$ cat config.mk
export PLATFORM = sky130hd
export DESIGN_NAME = flic_chunk_decoder_flat
export DESIGN_NICKNAME = d
export VERILOG_FILES = /design/src/cfd_pkg.sv /design/src/cfd_chan_if.sv /design/src/cfd_front.sv /design/src/cfd_queue.sv /design/src/cfd_back.sv /design/src/flic_chunk_decoder.sv /design/src/flat_wrapper.sv
export SDC_FILE = /design/constraint.sdc
export NUM_CORES = 2
export LEC_CHECK = 0
export ABC_CLOCK_PERIOD_IN_PS = 9200
export BUFFER_PORTS_ARGS = -buffer_cell sky130_fd_sc_hd__clkbuf_2
export CAP_MARGIN = 10
export CORE_ASPECT_RATIO = 0.6
export CORE_UTILIZATION = 40
export DETAILED_ROUTE_END_ITERATION = 8
export GPL_ROUTABILITY_DRIVEN = 1
export RECOVER_POWER = 50
export SYNTH_ARGS = -nofsm -noshare
export SYNTH_HDL_FRONTEND = slang
export SYNTH_HIERARCHICAL = 1
export SYNTH_SLANG_ARGS = --single-unit
export TNS_END_PERCENT = 100
$ cat constraint.sdc
create_clock -name clk -period 9.2 [get_ports clk]
set_input_delay 0.46 -clock clk [delete_from_list [all_inputs] [get_ports clk]]
set_output_delay 0.46 -clock clk [all_outputs]
set_load 0.02 [all_outputs]
$ cat src/cfd_pkg.sv
// Shared types, constants and helpers of the FLIC chunk decoder.
package cfd_pkg;

    // Defaults of the canvas size limits
    localparam int MAX_WIDTH_DEF  = 320;
    localparam int MAX_HEIGHT_DEF = 200;

    // Column counter width, enough to pass any canvas bound up to 1024 x 1024
    localparam int COL_W = 24;

    // Depth of the queue between front and back
    localparam int QDEPTH = 4;
    localparam int QPTR_W = $clog2(QDEPTH);
    localparam int QCNT_W = QPTR_W + 1;

    // Configuration register indexes
    localparam logic CFG_WIDTH  = 1'b0;
    localparam logic CFG_HEIGHT = 1'b1;

    // Sub-chunk type codes
    localparam logic [15:0] CT_COLOR256 = 16'd4;
    localparam logic [15:0] CT_SS2      = 16'd7;
    localparam logic [15:0] CT_COLOR64  = 16'd11;
    localparam logic [15:0] CT_LC       = 16'd12;
    localparam logic [15:0] CT_BLACK    = 16'd13;
    localparam logic [15:0] CT_BYTERUN  = 16'd15;
    localparam logic [15:0] CT_COPY     = 16'd16;

    typedef enum logic [1:0] {
        CMD_RUN   = 2'd0,
        CMD_PAL   = 2'd1,
        CMD_CLEAR = 2'd2
    } cmd_t;

    typedef enum logic [2:0] {
        AC_NONE, AC_COLOR256, AC_COLOR64, AC_BLACK,
        AC_COPY, AC_BYTERUN, AC_LC, AC_SS2
    } chunk_t;

    typedef enum logic [4:0] {
        PH_IDLE, PH_CPK_LO, PH_CPK_HI, PH_CSKIP, PH_CCNT, PH_CR, PH_CG, PH_CB,
        PH_COPY, PH_BHEAD, PH_BCODE, PH_BVAL, PH_BLIT,
        PH_LST_LO, PH_LST_HI, PH_LLN_LO, PH_LLN_HI, PH_LPKTS, PH_LSKIP,
        PH_LCODE, PH_LVAL, PH_LLIT,
        PH_SCNT_LO, PH_SCNT_HI, PH_SOP_LO, PH_SOP_HI, PH_SSKIP, PH_SCODE,
        PH_SLIT_LO, PH_SLIT_HI, PH_SRUN_LO, PH_SRUN_HI
    } phase_t;

    typedef struct packed {
        logic        kind;
        logic [15:0] chunk_type;
        logic [7:0]  data_byte;
    } in_item_t;

    typedef struct packed {
        logic [1:0]  command;
        logic [15:0] start_address;
        logic [8:0]  run_length;
        logic [7:0]  first_value;
        logic [7:0]  second_value;
        logic        two_value_pattern;
        logic [7:0]  palette_index;
        logic [7:0]  red;
        logic [7:0]  green;
        logic [7:0]  blue;
    } out_item_t;

    // Queued command: runs carry row and column, address is formed in the back
    typedef struct packed {
        cmd_t             cmd;
        logic [15:0]      row;
        logic [COL_W-1:0] col;
        logic [8:0]       len;
        logic [7:0]       first;
        logic [7:0]       second;
        logic             two;
        logic [7:0]       pal_idx;
        logic [7:0]       red;
        logic [7:0]       green;
        logic [7:0]       blue;
    } qentry_t;

    // Saturating column add
    function automatic logic [COL_W-1:0] col_add(input logic [COL_W-1:0] c,
                                                 input logic [9:0] inc);
        logic [COL_W:0] s;
        s = {1'b0, c} + (COL_W+1)'(inc);
        return s[COL_W] ? {COL_W{1'b1}} : s[COL_W-1:0];
    endfunction

    // Row add saturating at 65535
    function automatic logic [15:0] row_add(input logic [15:0] r, input logic [16:0] inc);
        logic [17:0] s;
        s = {2'b0, r} + {1'b0, inc};
        return (s > 18'h0FFFF) ? 16'hFFFF : s[15:0];
    endfunction

endpackage

$ cat src/cfd_chan_if.sv
// Valid/ready channel carrying one item.
interface cfd_chan_if #(parameter type payload_t = logic) ();
    logic     valid;
    logic     ready;
    payload_t payload;

    modport source (output valid, output payload, input ready);
    modport sink (input valid, input payload, output ready);
endinterface

$ cat src/cfd_front.sv
// Front: configuration registers and the byte-level chunk parser.
module cfd_front #(
    parameter int MAX_WIDTH  = cfd_pkg::MAX_WIDTH_DEF,
    parameter int MAX_HEIGHT = cfd_pkg::MAX_HEIGHT_DEF,
    localparam int WB = $clog2(MAX_WIDTH + 1),
    localparam int HB = $clog2(MAX_HEIGHT + 1)
) (
    input  logic              clk,
    input  logic              rst_n,
    input  logic              cfg_we,
    input  logic              cfg_index,
    input  logic [8:0]        cfg_data,
    cfd_chan_if.sink          in_chan,
    input  logic              q_full,
    output logic              q_push,
    output cfd_pkg::qentry_t  q_data,
    output logic [WB-1:0]     eff_w,
    output logic [HB-1:0]     eff_h
);

    localparam int CW = cfd_pkg::COL_W;

    logic [8:0] width_reg;
    logic [7:0] height_reg;

    cfd_pkg::phase_t phase_reg, phase_next;
    cfd_pkg::chunk_t ac_reg, ac_next;
    logic [CW-1:0] col_reg, col_next;
    logic [15:0]   row_reg, row_next;
    logic [15:0]   pk_reg, pk_next;
    logic [15:0]   lines_reg, lines_next;
    logic [8:0]    cnt_reg, cnt_next;
    logic [8:0]    ci_reg, ci_next;
    logic [15:0]   held_reg, held_next;
    logic [CW-1:0] cp_reg, cp_next;

    logic       accept;
    logic [7:0] b;
    logic [15:0] pk_dec, lines_dec, op;
    logic [8:0] cnt_dec;
    logic [9:0] ci_sum;
    logic [WB-1:0] wrem;
    logic [8:0] n;
    logic end_pkt, end_line, br_after, br_end;
    logic [7:0] rr, gg, bb;

    // Saturated canvas size
    always_comb
    begin
        if (width_reg == 9'd0)
            eff_w = WB'(1);
        else if (32'(width_reg) > MAX_WIDTH)
            eff_w = WB'(MAX_WIDTH);
        else
            eff_w = WB'(width_reg);
        if (height_reg == 8'd0)
            eff_h = HB'(1);
        else if (32'(height_reg) > MAX_HEIGHT)
            eff_h = HB'(MAX_HEIGHT);
        else
            eff_h = HB'(height_reg);
    end

    assign in_chan.ready = !q_full;
    assign accept = in_chan.valid && in_chan.ready;
    assign b = in_chan.payload.data_byte;

    // Configuration registers
    always_ff @(posedge clk or negedge rst_n)
    begin
        if (!rst_n)
        begin
            width_reg  <= 9'd320;
            height_reg <= 8'd200;
        end
        else if (cfg_we)
        begin
            if (cfg_index == cfd_pkg::CFG_WIDTH)
                width_reg <= cfg_data;
            else
                height_reg <= cfg_data[7:0];
        end
    end

    // Parser state
    always_ff @(posedge clk or negedge rst_n)
    begin
        if (!rst_n)
        begin
            phase_reg <= cfd_pkg::PH_IDLE;
            ac_reg    <= cfd_pkg::AC_NONE;
            col_reg   <= '0;
            row_reg   <= '0;
            pk_reg    <= '0;
            lines_reg <= '0;
            cnt_reg   <= '0;
            ci_reg    <= '0;
            held_reg  <= '0;
            cp_reg    <= '0;
        end
        else
        begin
            phase_reg <= phase_next;
            ac_reg    <= ac_next;
            col_reg   <= col_next;
            row_reg   <= row_next;
            pk_reg    <= pk_next;
            lines_reg <= lines_next;
            cnt_reg   <= cnt_next;
            ci_reg    <= ci_next;
            held_reg  <= held_next;
            cp_reg    <= cp_next;
        end
    end

    // Next state and command generation
    always_comb
    begin
        phase_next = phase_reg;
        ac_next    = ac_reg;
        col_next   = col_reg;
        row_next   = row_reg;
        pk_next    = pk_reg;
        lines_next = lines_reg;
        cnt_next   = cnt_reg;
        ci_next    = ci_reg;
        held_next  = held_reg;
        cp_next    = cp_reg;
        q_push     = 1'b0;
        q_data     = '0;
        q_data.cmd = cfd_pkg::CMD_RUN;
        end_pkt    = 1'b0;
        end_line   = 1'b0;
        br_after   = 1'b0;
        br_end     = 1'b0;
        pk_dec     = pk_reg - 16'd1;
        lines_dec  = lines_reg - 16'd1;
        cnt_dec    = cnt_reg - 9'd1;
        op         = {b, held_reg[7:0]};
        ci_sum     = {1'b0, ci_reg} + {2'b0, b};
        wrem       = eff_w - WB'(col_reg);
        n          = cnt_reg;
        rr         = held_reg[7:0];
        gg         = held_reg[15:8];
        bb         = b;
        if (ac_reg == cfd_pkg::AC_COLOR64)
        begin
            rr = {rr[5:0], 2'b00};
            gg = {gg[5:0], 2'b00};
            bb = {bb[5:0], 2'b00};
        end
        if (32'(cnt_reg) > 32'(wrem))
            n = 9'(wrem);

        if (accept && !in_chan.payload.kind)
        begin
            // Start marker: drop whatever was in progress
            col_next   = '0;
            row_next   = '0;
            pk_next    = '0;
            lines_next = '0;
            cnt_next   = '0;
            ci_next    = '0;
            held_next  = '0;
            cp_next    = '0;
            phase_next = cfd_pkg::PH_IDLE;
            ac_next    = cfd_pkg::AC_NONE;
            case (in_chan.payload.chunk_type)
                cfd_pkg::CT_COLOR256:
                begin
                    ac_next = cfd_pkg::AC_COLOR256;
                    phase_next = cfd_pkg::PH_CPK_LO;
                end
                cfd_pkg::CT_COLOR64:
                begin
                    ac_next = cfd_pkg::AC_COLOR64;
                    phase_next = cfd_pkg::PH_CPK_LO;
                end
                cfd_pkg::CT_COPY:
                begin
                    ac_next = cfd_pkg::AC_COPY;
                    phase_next = cfd_pkg::PH_COPY;
                end
                cfd_pkg::CT_BYTERUN:
                begin
                    ac_next = cfd_pkg::AC_BYTERUN;
                    phase_next = cfd_pkg::PH_BHEAD;
                end
                cfd_pkg::CT_LC:
                begin
                    ac_next = cfd_pkg::AC_LC;
                    phase_next = cfd_pkg::PH_LST_LO;
                end
                cfd_pkg::CT_SS2:
                begin
                    ac_next = cfd_pkg::AC_SS2;
                    phase_next = cfd_pkg::PH_SCNT_LO;
                end
                cfd_pkg::CT_BLACK:
                begin
                    ac_next = cfd_pkg::AC_BLACK;
                    q_push = 1'b1;
                    q_data.cmd = cfd_pkg::CMD_CLEAR;
                end
                default: ;
            endcase
        end
        else if (accept)
        begin
            case (phase_reg)
                // Palette chunks
                cfd_pkg::PH_CPK_LO:
                begin
                    held_next = {8'd0, b};
                    phase_next = cfd_pkg::PH_CPK_HI;
                end
                cfd_pkg::PH_CPK_HI:
                begin
                    pk_next = op;
                    ci_next = '0;
                    phase_next = (op != 16'd0) ? cfd_pkg::PH_CSKIP : cfd_pkg::PH_IDLE;
                end
                cfd_pkg::PH_CSKIP:
                begin
                    ci_next = (ci_sum > 10'd256) ? 9'd256 : ci_sum[8:0];
                    phase_next = cfd_pkg::PH_CCNT;
                end
                cfd_pkg::PH_CCNT:
                begin
                    cnt_next = (b != 8'd0) ? {1'b0, b} : 9'd256;
                    phase_next = cfd_pkg::PH_CR;
                end
                cfd_pkg::PH_CR:
                begin
                    held_next = {8'd0, b};
                    phase_next = cfd_pkg::PH_CG;
                end
                cfd_pkg::PH_CG:
                begin
                    held_next = {b, held_reg[7:0]};
                    phase_next = cfd_pkg::PH_CB;
                end
                cfd_pkg::PH_CB:
                begin
                    if (!ci_reg[8])
                    begin
                        q_push = 1'b1;
                        q_data.cmd = cfd_pkg::CMD_PAL;
                        q_data.pal_idx = ci_reg[7:0];
                        q_data.red = rr;
                        q_data.green = gg;
                        q_data.blue = bb;
                        ci_next = ci_reg + 9'd1;
                    end
                    cnt_next = cnt_dec;
                    if (cnt_dec == 9'd0)
                    begin
                        pk_next = pk_dec;
                        phase_next = (pk_dec != 16'd0) ? cfd_pkg::PH_CSKIP
                                                       : cfd_pkg::PH_IDLE;
                    end
                    else
                        phase_next = cfd_pkg::PH_CR;
                end
                // Raw copy, the back drops pixels past the bound
                cfd_pkg::PH_COPY:
                begin
                    if (cp_reg != {CW{1'b1}})
                    begin
                        q_push = 1'b1;
                        q_data.col = cp_reg;
                        q_data.len = 9'd1;
                        q_data.first = b;
                        cp_next = cp_reg + CW'(1);
                    end
                end
                // Byte run
                cfd_pkg::PH_BHEAD:
                begin
                    col_next = '0;
                    phase_next = cfd_pkg::PH_BCODE;
                end
                cfd_pkg::PH_BCODE:
                begin
                    if (b == 8'd0)
                        br_end = 1'b1;
                    else if (!b[7])
                    begin
                        cnt_next = {1'b0, b};
                        phase_next = cfd_pkg::PH_BVAL;
                    end
                    else
                    begin
                        cnt_next = 9'd256 - {1'b0, b};
                        phase_next = cfd_pkg::PH_BLIT;
                    end
                end
                cfd_pkg::PH_BVAL:
                begin
                    if (col_reg < CW'(eff_w))
                    begin
                        q_push = 1'b1;
                        q_data.row = row_reg;
                        q_data.col = col_reg;
                        q_data.len = n;
                        q_data.first = b;
                        col_next = cfd_pkg::col_add(col_reg, {1'b0, n});
                    end
                    br_after = 1'b1;
                end
                cfd_pkg::PH_BLIT:
                begin
                    if (col_reg < CW'(eff_w))
                    begin
                        q_push = 1'b1;
                        q_data.row = row_reg;
                        q_data.col = col_reg;
                        q_data.len = 9'd1;
                        q_data.first = b;
                        col_next = cfd_pkg::col_add(col_reg, 10'd1);
                    end
                    cnt_next = cnt_dec;
                    if (cnt_dec == 9'd0)
                        br_after = 1'b1;
                end
                // Byte delta, and the low-byte phases shared with the word delta
                cfd_pkg::PH_LST_LO, cfd_pkg::PH_LLN_LO, cfd_pkg::PH_SCNT_LO,
                cfd_pkg::PH_SOP_LO, cfd_pkg::PH_SLIT_LO, cfd_pkg::PH_SRUN_LO:
                begin
                    held_next = {8'd0, b};
                    case (phase_reg)
                        cfd_pkg::PH_LST_LO:  phase_next = cfd_pkg::PH_LST_HI;
                        cfd_pkg::PH_LLN_LO:  phase_next = cfd_pkg::PH_LLN_HI;
                        cfd_pkg::PH_SCNT_LO: phase_next = cfd_pkg::PH_SCNT_HI;
                        cfd_pkg::PH_SOP_LO:  phase_next = cfd_pkg::PH_SOP_HI;
                        cfd_pkg::PH_SLIT_LO: phase_next = cfd_pkg::PH_SLIT_HI;
                        default:             phase_next = cfd_pkg::PH_SRUN_HI;
                    endcase
                end
                cfd_pkg::PH_LST_HI:
                begin
                    row_next = op;
                    phase_next = cfd_pkg::PH_LLN_LO;
                end
                cfd_pkg::PH_LLN_HI:
                begin
                    lines_next = op;
                    phase_next = (op == 16'd0) ? cfd_pkg::PH_IDLE : cfd_pkg::PH_LPKTS;
                end
                cfd_pkg::PH_LPKTS:
                begin
                    pk_next = {8'd0, b};
                    col_next = '0;
                    if (b == 8'd0)
                        end_line = 1'b1;
                    else
                        phase_next = cfd_pkg::PH_LSKIP;
                end
                cfd_pkg::PH_LSKIP, cfd_pkg::PH_SSKIP:
                begin
                    col_next = cfd_pkg::col_add(col_reg, {2'b0, b});
                    phase_next = (phase_reg == cfd_pkg::PH_LSKIP) ? cfd_pkg::PH_LCODE
                                                                  : cfd_pkg::PH_SCODE;
                end
                cfd_pkg::PH_LCODE, cfd_pkg::PH_SCODE:
                begin
                    if (!b[7])
                    begin
                        cnt_next = {1'b0, b};
                        if (b == 8'd0)
                            end_pkt = 1'b1;
                        else
                            phase_next = (phase_reg == cfd_pkg::PH_LCODE)
                                ? cfd_pkg::PH_LLIT : cfd_pkg::PH_SLIT_LO;
                    end
                    else
                    begin
                        cnt_next = 9'd256 - {1'b0, b};
                        phase_next = (phase_reg == cfd_pkg::PH_LCODE)
                            ? cfd_pkg::PH_LVAL : cfd_pkg::PH_SRUN_LO;
                    end
                end
                cfd_pkg::PH_LLIT:
                begin
                    q_push = 1'b1;
                    q_data.row = row_reg;
                    q_data.col = col_reg;
                    q_data.len = 9'd1;
                    q_data.first = b;
                    col_next = cfd_pkg::col_add(col_reg, 10'd1);
                    cnt_next = cnt_dec;
                    if (cnt_dec == 9'd0)
                        end_pkt = 1'b1;
                end
                cfd_pkg::PH_LVAL:
                begin
                    q_push = 1'b1;
                    q_data.row = row_reg;
                    q_data.col = col_reg;
                    q_data.len = cnt_reg;
                    q_data.first = b;
                    col_next = cfd_pkg::col_add(col_reg, {1'b0, cnt_reg});
                    end_pkt = 1'b1;
                end
                // Word delta
                cfd_pkg::PH_SCNT_HI:
                begin
                    lines_next = op;
                    row_next = '0;
                    phase_next = (op != 16'd0) ? cfd_pkg::PH_SOP_LO : cfd_pkg::PH_IDLE;
                end
                cfd_pkg::PH_SOP_HI:
                begin
                    if (op[15:14] == 2'b11)
                    begin
                        row_next = cfd_pkg::row_add(row_reg, 17'h10000 - {1'b0, op});
                        phase_next = cfd_pkg::PH_SOP_LO;
                    end
                    else if (op[15:14] == 2'b10)
                    begin
                        // Last pixel of the row
                        q_push = 1'b1;
                        q_data.row = row_reg;
                        q_data.col = CW'(eff_w - WB'(1));
                        q_data.len = 9'd1;
                        q_data.first = op[7:0];
                        phase_next = cfd_pkg::PH_SOP_LO;
                    end
                    else
                    begin
                        pk_next = {2'b00, op[13:0]};
                        col_next = '0;
                        if (op[13:0] == 14'd0)
                            end_line = 1'b1;
                        else
                            phase_next = cfd_pkg::PH_SSKIP;
                    end
                end
                cfd_pkg::PH_SLIT_HI:
                begin
                    q_push = 1'b1;
                    q_data.row = row_reg;
                    q_data.col = col_reg;
                    q_data.len = 9'd2;
                    q_data.first = held_reg[7:0];
                    q_data.second = b;
                    q_data.two = 1'b1;
                    col_next = cfd_pkg::col_add(col_reg, 10'd2);
                    cnt_next = cnt_dec;
                    if (cnt_dec == 9'd0)
                        end_pkt = 1'b1;
                    else
                        phase_next = cfd_pkg::PH_SLIT_LO;
                end
                cfd_pkg::PH_SRUN_HI:
                begin
                    q_push = 1'b1;
                    q_data.row = row_reg;
                    q_data.col = col_reg;
                    q_data.len = {cnt_reg[7:0], 1'b0};
                    q_data.first = held_reg[7:0];
                    q_data.second = b;
                    q_data.two = 1'b1;
                    col_next = cfd_pkg::col_add(col_reg, {cnt_reg, 1'b0});
                    end_pkt = 1'b1;
                end
                default: ;
            endcase

            // Packet and line ends of the delta chunks
            if (end_pkt)
            begin
                pk_next = pk_dec;
                if (pk_dec == 16'd0)
                    end_line = 1'b1;
                else
                    phase_next = (ac_reg == cfd_pkg::AC_SS2) ? cfd_pkg::PH_SSKIP
                                                             : cfd_pkg::PH_LSKIP;
            end
            if (end_line)
            begin
                row_next = cfd_pkg::row_add(row_reg, 17'd1);
                lines_next = lines_dec;
                if (lines_dec == 16'd0)
                    phase_next = cfd_pkg::PH_IDLE;
                else
                    phase_next = (ac_reg == cfd_pkg::AC_SS2) ? cfd_pkg::PH_SOP_LO
                                                             : cfd_pkg::PH_LPKTS;
            end

            // Row ends of the byte run chunk
            if (br_after && (col_next >= CW'(eff_w)))
                br_end = 1'b1;
            else if (br_after)
                phase_next = cfd_pkg::PH_BCODE;
            if (br_end)
            begin
                row_next = row_reg + 16'd1;
                phase_next = (32'(row_reg) + 1 >= 32'(eff_h)) ? cfd_pkg::PH_IDLE
                                                              : cfd_pkg::PH_BHEAD;
            end
        end
    end

endmodule

$ cat src/cfd_queue.sv
// Small command queue between the parser and the address stage.
module cfd_queue (
    input  logic             clk,
    input  logic             rst_n,
    input  logic             push,
    input  cfd_pkg::qentry_t push_data,
    output logic             full,
    input  logic             pop,
    output logic             q_valid,
    output cfd_pkg::qentry_t head
);

    cfd_pkg::qentry_t mem [cfd_pkg::QDEPTH];
    logic [cfd_pkg::QPTR_W-1:0] wr_reg, rd_reg;
    logic [cfd_pkg::QCNT_W-1:0] cnt_reg;

    assign full    = (cnt_reg == cfd_pkg::QCNT_W'(cfd_pkg::QDEPTH));
    assign q_valid = (cnt_reg != '0);
    assign head    = mem[rd_reg];

    // Storage
    always_ff @(posedge clk)
    begin
        if (push)
            mem[wr_reg] <= push_data;
    end

    // Pointers and fill count
    always_ff @(posedge clk or negedge rst_n)
    begin
        if (!rst_n)
        begin
            wr_reg  <= '0;
            rd_reg  <= '0;
            cnt_reg <= '0;
        end
        else
        begin
            if (push)
                wr_reg <= wr_reg + cfd_pkg::QPTR_W'(1);
            if (pop)
                rd_reg <= rd_reg + cfd_pkg::QPTR_W'(1);
            if (push && !pop)
                cnt_reg <= cnt_reg + cfd_pkg::QCNT_W'(1);
            else if (pop && !push)
                cnt_reg <= cnt_reg - cfd_pkg::QCNT_W'(1);
        end
    end

`ifndef SYNTHESIS
    a_no_overflow: assert property (@(posedge clk) disable iff (!rst_n)
        !(push && full && !pop)) else $error("queue push while full");
    a_no_underflow: assert property (@(posedge clk) disable iff (!rst_n)
        pop |-> q_valid) else $error("queue pop while empty");
    a_count_step: assert property (@(posedge clk) disable iff (!rst_n)
        (push && !pop) |=> (cnt_reg == $past(cnt_reg) + cfd_pkg::QCNT_W'(1)))
        else $error("queue count did not follow push");
`endif

endmodule

$ cat src/cfd_back.sv
// Back: canvas address, bound clipping and the output register.
module cfd_back #(
    parameter int MAX_WIDTH  = cfd_pkg::MAX_WIDTH_DEF,
    parameter int MAX_HEIGHT = cfd_pkg::MAX_HEIGHT_DEF,
    localparam int WB = $clog2(MAX_WIDTH + 1),
    localparam int HB = $clog2(MAX_HEIGHT + 1)
) (
    input  logic             clk,
    input  logic             rst_n,
    input  logic [WB-1:0]    eff_w,
    input  logic [HB-1:0]    eff_h,
    input  logic             q_valid,
    input  cfd_pkg::qentry_t head,
    output logic             pop,
    cfd_chan_if.source       out_chan
);

    localparam int NPW  = WB + HB;
    localparam int PW   = 16 + WB;
    localparam int AW   = ((PW > cfd_pkg::COL_W) ? PW : cfd_pkg::COL_W) + 1;
    localparam int LW   = (NPW > 9) ? NPW : 9;

    logic             s1_v_reg;
    cfd_pkg::qentry_t s1_e_reg;
    logic [AW-1:0]    s1_addr_reg;
    logic [NPW-1:0]   s1_npix_reg;
    logic             out_v_reg;
    cfd_pkg::out_item_t out_reg;

    logic           s1_ready, adv, keep, in_bound;
    logic [NPW-1:0] rem;
    logic [8:0]     len;
    cfd_pkg::out_item_t o;

    assign s1_ready = !s1_v_reg || !out_v_reg || out_chan.ready;
    assign pop      = s1_ready && q_valid;
    assign adv      = s1_v_reg && (!out_v_reg || out_chan.ready);

    // Address stage: row times stride plus column, and the bound
    always_ff @(posedge clk)
    begin
        if (pop)
        begin
            s1_e_reg    <= head;
            s1_addr_reg <= AW'(head.row) * AW'(eff_w) + AW'(head.col);
            s1_npix_reg <= NPW'(eff_w) * NPW'(eff_h);
        end
    end

    // Clip and form the result
    always_comb
    begin
        in_bound = s1_addr_reg < AW'(s1_npix_reg);
        rem      = s1_npix_reg - s1_addr_reg[NPW-1:0];
        len      = s1_e_reg.len;
        if (LW'(rem) < LW'(s1_e_reg.len))
            len = 9'(rem);
        keep = (s1_e_reg.cmd != cfd_pkg::CMD_RUN) || in_bound;
        o.command           = s1_e_reg.cmd;
        o.start_address     = s1_addr_reg[15:0];
        o.run_length        = (s1_e_reg.cmd == cfd_pkg::CMD_RUN) ? len : 9'd0;
        o.first_value       = s1_e_reg.first;
        o.second_value      = s1_e_reg.second;
        o.two_value_pattern = s1_e_reg.two;
        o.palette_index     = s1_e_reg.pal_idx;
        o.red               = s1_e_reg.red;
        o.green             = s1_e_reg.green;
        o.blue              = s1_e_reg.blue;
    end

    always_ff @(posedge clk)
    begin
        if (adv)
            out_reg <= o;
    end

    // Valid flags
    always_ff @(posedge clk or negedge rst_n)
    begin
        if (!rst_n)
        begin
            s1_v_reg  <= 1'b0;
            out_v_reg <= 1'b0;
        end
        else
        begin
            if (s1_ready)
                s1_v_reg <= q_valid;
            if (adv)
                out_v_reg <= keep;
            else if (out_chan.ready)
                out_v_reg <= 1'b0;
        end
    end

    assign out_chan.valid   = out_v_reg;
    assign out_chan.payload = out_reg;

endmodule

$ cat src/flic_chunk_decoder.sv
// Top level of the FLIC sub-chunk decoder.
// Takes one byte item (or a start marker) per clock and returns at most one
// canvas command per item: a clipped pixel run, a palette entry or a clear.
// Sustained rate is one item per cycle; a command is parsed at the edge
// that accepts its item into the four-entry queue, then passes the address
// multiply stage, then the output register. Input stalls only when the
// queue is full, which happens only while the output side is held.
// The user must write frame_width and frame_height through
// cfg_we/cfg_index/cfg_data while idle; the block does not enforce this.
module flic_chunk_decoder #(
    parameter int MAX_WIDTH  = cfd_pkg::MAX_WIDTH_DEF,
    parameter int MAX_HEIGHT = cfd_pkg::MAX_HEIGHT_DEF
) (
    input  logic       clk,
    input  logic       rst_n,
    input  logic       cfg_we,
    input  logic       cfg_index,
    input  logic [8:0] cfg_data,
    cfd_chan_if.sink   in_chan,
    cfd_chan_if.source out_chan
);

    localparam int WB = $clog2(MAX_WIDTH + 1);
    localparam int HB = $clog2(MAX_HEIGHT + 1);

    logic             q_full, q_push, q_pop, q_valid;
    cfd_pkg::qentry_t q_in, q_head;
    logic [WB-1:0]    eff_w;
    logic [HB-1:0]    eff_h;

    cfd_front #(.MAX_WIDTH(MAX_WIDTH), .MAX_HEIGHT(MAX_HEIGHT)) u_front (
        .clk(clk), .rst_n(rst_n),
        .cfg_we(cfg_we), .cfg_index(cfg_index), .cfg_data(cfg_data),
        .in_chan(in_chan),
        .q_full(q_full), .q_push(q_push), .q_data(q_in),
        .eff_w(eff_w), .eff_h(eff_h)
    );

    cfd_queue u_queue (
        .clk(clk), .rst_n(rst_n),
        .push(q_push), .push_data(q_in), .full(q_full),
        .pop(q_pop), .q_valid(q_valid), .head(q_head)
    );

    cfd_back #(.MAX_WIDTH(MAX_WIDTH), .MAX_HEIGHT(MAX_HEIGHT)) u_back (
        .clk(clk), .rst_n(rst_n),
        .eff_w(eff_w), .eff_h(eff_h),
        .q_valid(q_valid), .head(q_head), .pop(q_pop),
        .out_chan(out_chan)
    );

endmodule

$ cat src/flat_wrapper.sv
// flat-port wrapper written by rule: the top's interface ports become plain ports
module flic_chunk_decoder_flat 
#(
    parameter int MAX_WIDTH  = cfd_pkg::MAX_WIDTH_DEF,
    parameter int MAX_HEIGHT = cfd_pkg::MAX_HEIGHT_DEF
)
  (clk, rst_n, cfg_we, cfg_index, cfg_data, in_chan_valid, in_chan_payload, in_chan_ready, out_chan_valid, out_chan_payload, out_chan_ready);
  cfd_chan_if #(.payload_t(cfd_pkg::in_item_t)) in_chan_i ();
  cfd_chan_if #(.payload_t(cfd_pkg::out_item_t)) out_chan_i ();
  input  logic clk;
  input  logic rst_n;
  input  logic cfg_we;
  input  logic cfg_index;
  input  logic [8:0] cfg_data;
  input wire logic [$bits(in_chan_i.valid)-1:0] in_chan_valid;
  input wire logic [$bits(in_chan_i.payload)-1:0] in_chan_payload;
  output wire logic [$bits(in_chan_i.ready)-1:0] in_chan_ready;
  output wire logic [$bits(out_chan_i.valid)-1:0] out_chan_valid;
  output wire logic [$bits(out_chan_i.payload)-1:0] out_chan_payload;
  input wire logic [$bits(out_chan_i.ready)-1:0] out_chan_ready;
  assign in_chan_i.valid = in_chan_valid;
  assign in_chan_i.payload = in_chan_payload;
  assign in_chan_ready = in_chan_i.ready;
  assign out_chan_valid = out_chan_i.valid;
  assign out_chan_payload = out_chan_i.payload;
  assign out_chan_i.ready = out_chan_ready;
  flic_chunk_decoder #(.MAX_WIDTH(MAX_WIDTH), .MAX_HEIGHT(MAX_HEIGHT)) u_core (.clk(clk), .rst_n(rst_n), .cfg_we(cfg_we), .cfg_index(cfg_index), .cfg_data(cfg_data), .in_chan(in_chan_i), .out_chan(out_chan_i));
endmodule
==> metrics <==
status finished with violations; violated checks capacitance limit, slew limit; Crit path arrival time 9630 ps; vias in the first global route 35700; DPL Wire Length 113000 um; final setup margin 133 ps; Synth cell types 109; Iteration-0 DRC Markers 4788; ys async rst share 0.221; Cells after Synth 4509; Most flops, register u_core/u_queue/mem; yosys warns 6; top post-synthesis cells by count edfxtp_1, nand2_1, inv_1, nor2_1, a21oi_1; Hold Crit Class in2reg; CP most frequent cell buf_4; CP required 9760 ps; Slew Viols, Final 48; DR vias/cell 5.92; cts bufs inserted 75; final hold violation count 0; chip height 271 um; total global routing overflow 0; Setup TNS Final 0 ps; final WL 156000 um; max reg flops 400; min Tclk post-route 9070 ps; die area 122000 um^2; DR WL/cell 24.6 um; CP Capture Type flip-flop; ranking of synthesized cells by area edfxtp_1, dfrtp_1, fa_1, ha_1, mux4_2; register area share after synthesis 0.445; first-pass GRT wire length 234000 um; Starting Density 0.405; clock skew 67.2 ps; Max Cap Viol 1; hold path cells 2; Worst-Skew Late Latency 710 ps; peak supply drop 0.729 mV; worst slew pin tran 3560 ps; Yosys top cell area share 0.360; root buf cell clkbuf_16; Yosys reg bits 743; post-route cell area 54700 um^2; core area 119000 um^2; initial antenna violation count 8; DP Worst Slack -778 ps; Routed Antenna Nets 0; row count 98; CTS clk-pin slew, worst paths 70 ps; fmax 110 MHz; final setup vio count 0; CP max stage cell or4_4; CP max FO 5; crit-path max cell delay 560 ps; total power 23.2 mW; largest net degree at the start of global routing 101; LEAKAGE 21.7 nW; Area Growth Syn to Fin 13.2%; DRC Markers 0; Mapped Avg Cell Area 10.7 um^2; Filler cells 11100; DR pass1 iterations 8; CTS tree built; Reg2Reg Depth 48; Ports 118; DP Area 51600 um^2; clock sink total 743; Setup crit start u_core/u_front/width_reg[1]; die width 451 um; power per cell area 424 nW/um^2; Post-synth EDFFs 579; Synth area leader edfxtp_1; Netlist Area Pre-Place 48300 um^2; RR Startpoint u_core/u_front/width_reg[1]; final net count 5165; Syn Nets 4977; CTS Buffer Depth 3; I/O Buffers 117; ys flop type edfxtp_1; Final Core Density 0.458; GPL Wtd Cong 1.01; Startpoint Class flip-flop; top-count cell post-synth edfxtp_1; Hold Crit Start cfg_data[1]; H-tree levels 3; CP Class reg2reg; Hold WS 71.6 ps; vias post-DR 37700; final std cells w/o fill 6360; Tcrit/Tclk final 0.986; dpl cells 6201; gr usage total 0.253; Worst slew margin -1.37; layout cell share with drive strength beyond 1 0.145; RSZ-0062 raised after global routing true
## final timing paths
path                                                 endpoint  slack (ps)
min in group asynchronous          u_core/u_front/col_reg[12]        1530
max in group asynchronous            u_core/u_queue/rd_reg[1]        5190
hold / removal                   u_core/u_front/height_reg[1]          70
setup reg to reg                    u_core/u_front/row_reg[2]         130
setup / recovery                    u_core/u_front/row_reg[2]         130
hold reg to reg            u_core/u_back/out_chan.payload[19]         410
## cell families (layout without fill, tap and decap cells)
| logic type | count (synthesis) | after routing | synth area share |
|---|---|---|---|
| AOI/OAI and AO/OA | 1015 | 1015 | 0.136 |
| xor gates and xnor gates | 199 | 199 | 0.0361 |
| adders and majority gates | 428 | 428 | 0.137 |
| buffers and inverters | 582 | 831 | 0.0479 |
| DFF | 743 | 743 | 0.445 |
| muxes | 148 | 148 | 0.0571 |
| other | 0 | 1 | 0 |
| and+or+nand+nor | 1394 | 1395 | 0.141 |
## layout by cell type, fill, tap and decap left out, types with 103 or more instances in the layout
master	Yosys	final
edfxtp_1	579	579
nand2_1	412	410
inv_1	356	355
nor2_1	315	312
a21oi_1	308	300
ha_1	257	250
o21ai_0	220	214
buf_4	2	193
fa_1	171	169
and2_1	170	167
dfrtp_1	159	157
xnor2_1	136	134
clkbuf_2	0	117
nor3_1	106	103
## what timing repair did
action / 4_1_cts / 5_1_grt
pin swaps: 42 / 27
setup endpoints to repair: 19 / 19
gates cloned: 0 / 1
setup buffers: 9 / 6
resized for setup: 44 / 21
endpoints found under the hold margin: 43 / 0
hold buffers: 1 / 0
## critical path, delay by kind of cell, from the launching register on
| kind | cells | cell delay, ps |
|---|---|---|
| adder cells (fa/ha/maj) | 5 | 1420 |
| flip-flops | 1 | 380 |
| AND/OR/NAND/NOR | 11 | 2040 |
| multiplexers | 1 | 250 |
| AO/OA/AOI/OAI | 21 | 3570 |
| XOR/XNOR | 2 | 310 |
| buffers and inverters | 8 | 970 |
## power breakdown
group | total, mW | internal, mW | switching, mW
clock | 3.33 | 1.87 | 1.46
combinational | 14.5 | 5.65 | 8.84
sequential | 5.39 | 4.70 | 0.688
## per-layer routing
metal  up-vias  routed length (um)  share of wire  track usage
met5         -                  58        0.00037            0
met4        10                4010          0.026       0.0625
met1     18600               73600           0.47        0.391
li1      16800                   -              -            -
met3       277               20200           0.13       0.0993
met2      1983               58500           0.37        0.320
## final cells by class
type                            instances  area (um^2)  share of cell area
Antenna cell                            1         2.50           0.0000457
Clock buffer                           81         1920              0.0351
Clock inverter                         58          739              0.0135
Inverter                              359         1350              0.0246
Multi-Input combinational cell       3185        24900               0.455
Sequential cell                       743        21500               0.393
Tap cell                             1600         2000              0.0366
Timing Repair Buffer                  333         2310              0.0423
No activity file was read; power rests on OpenSTA's default activity.
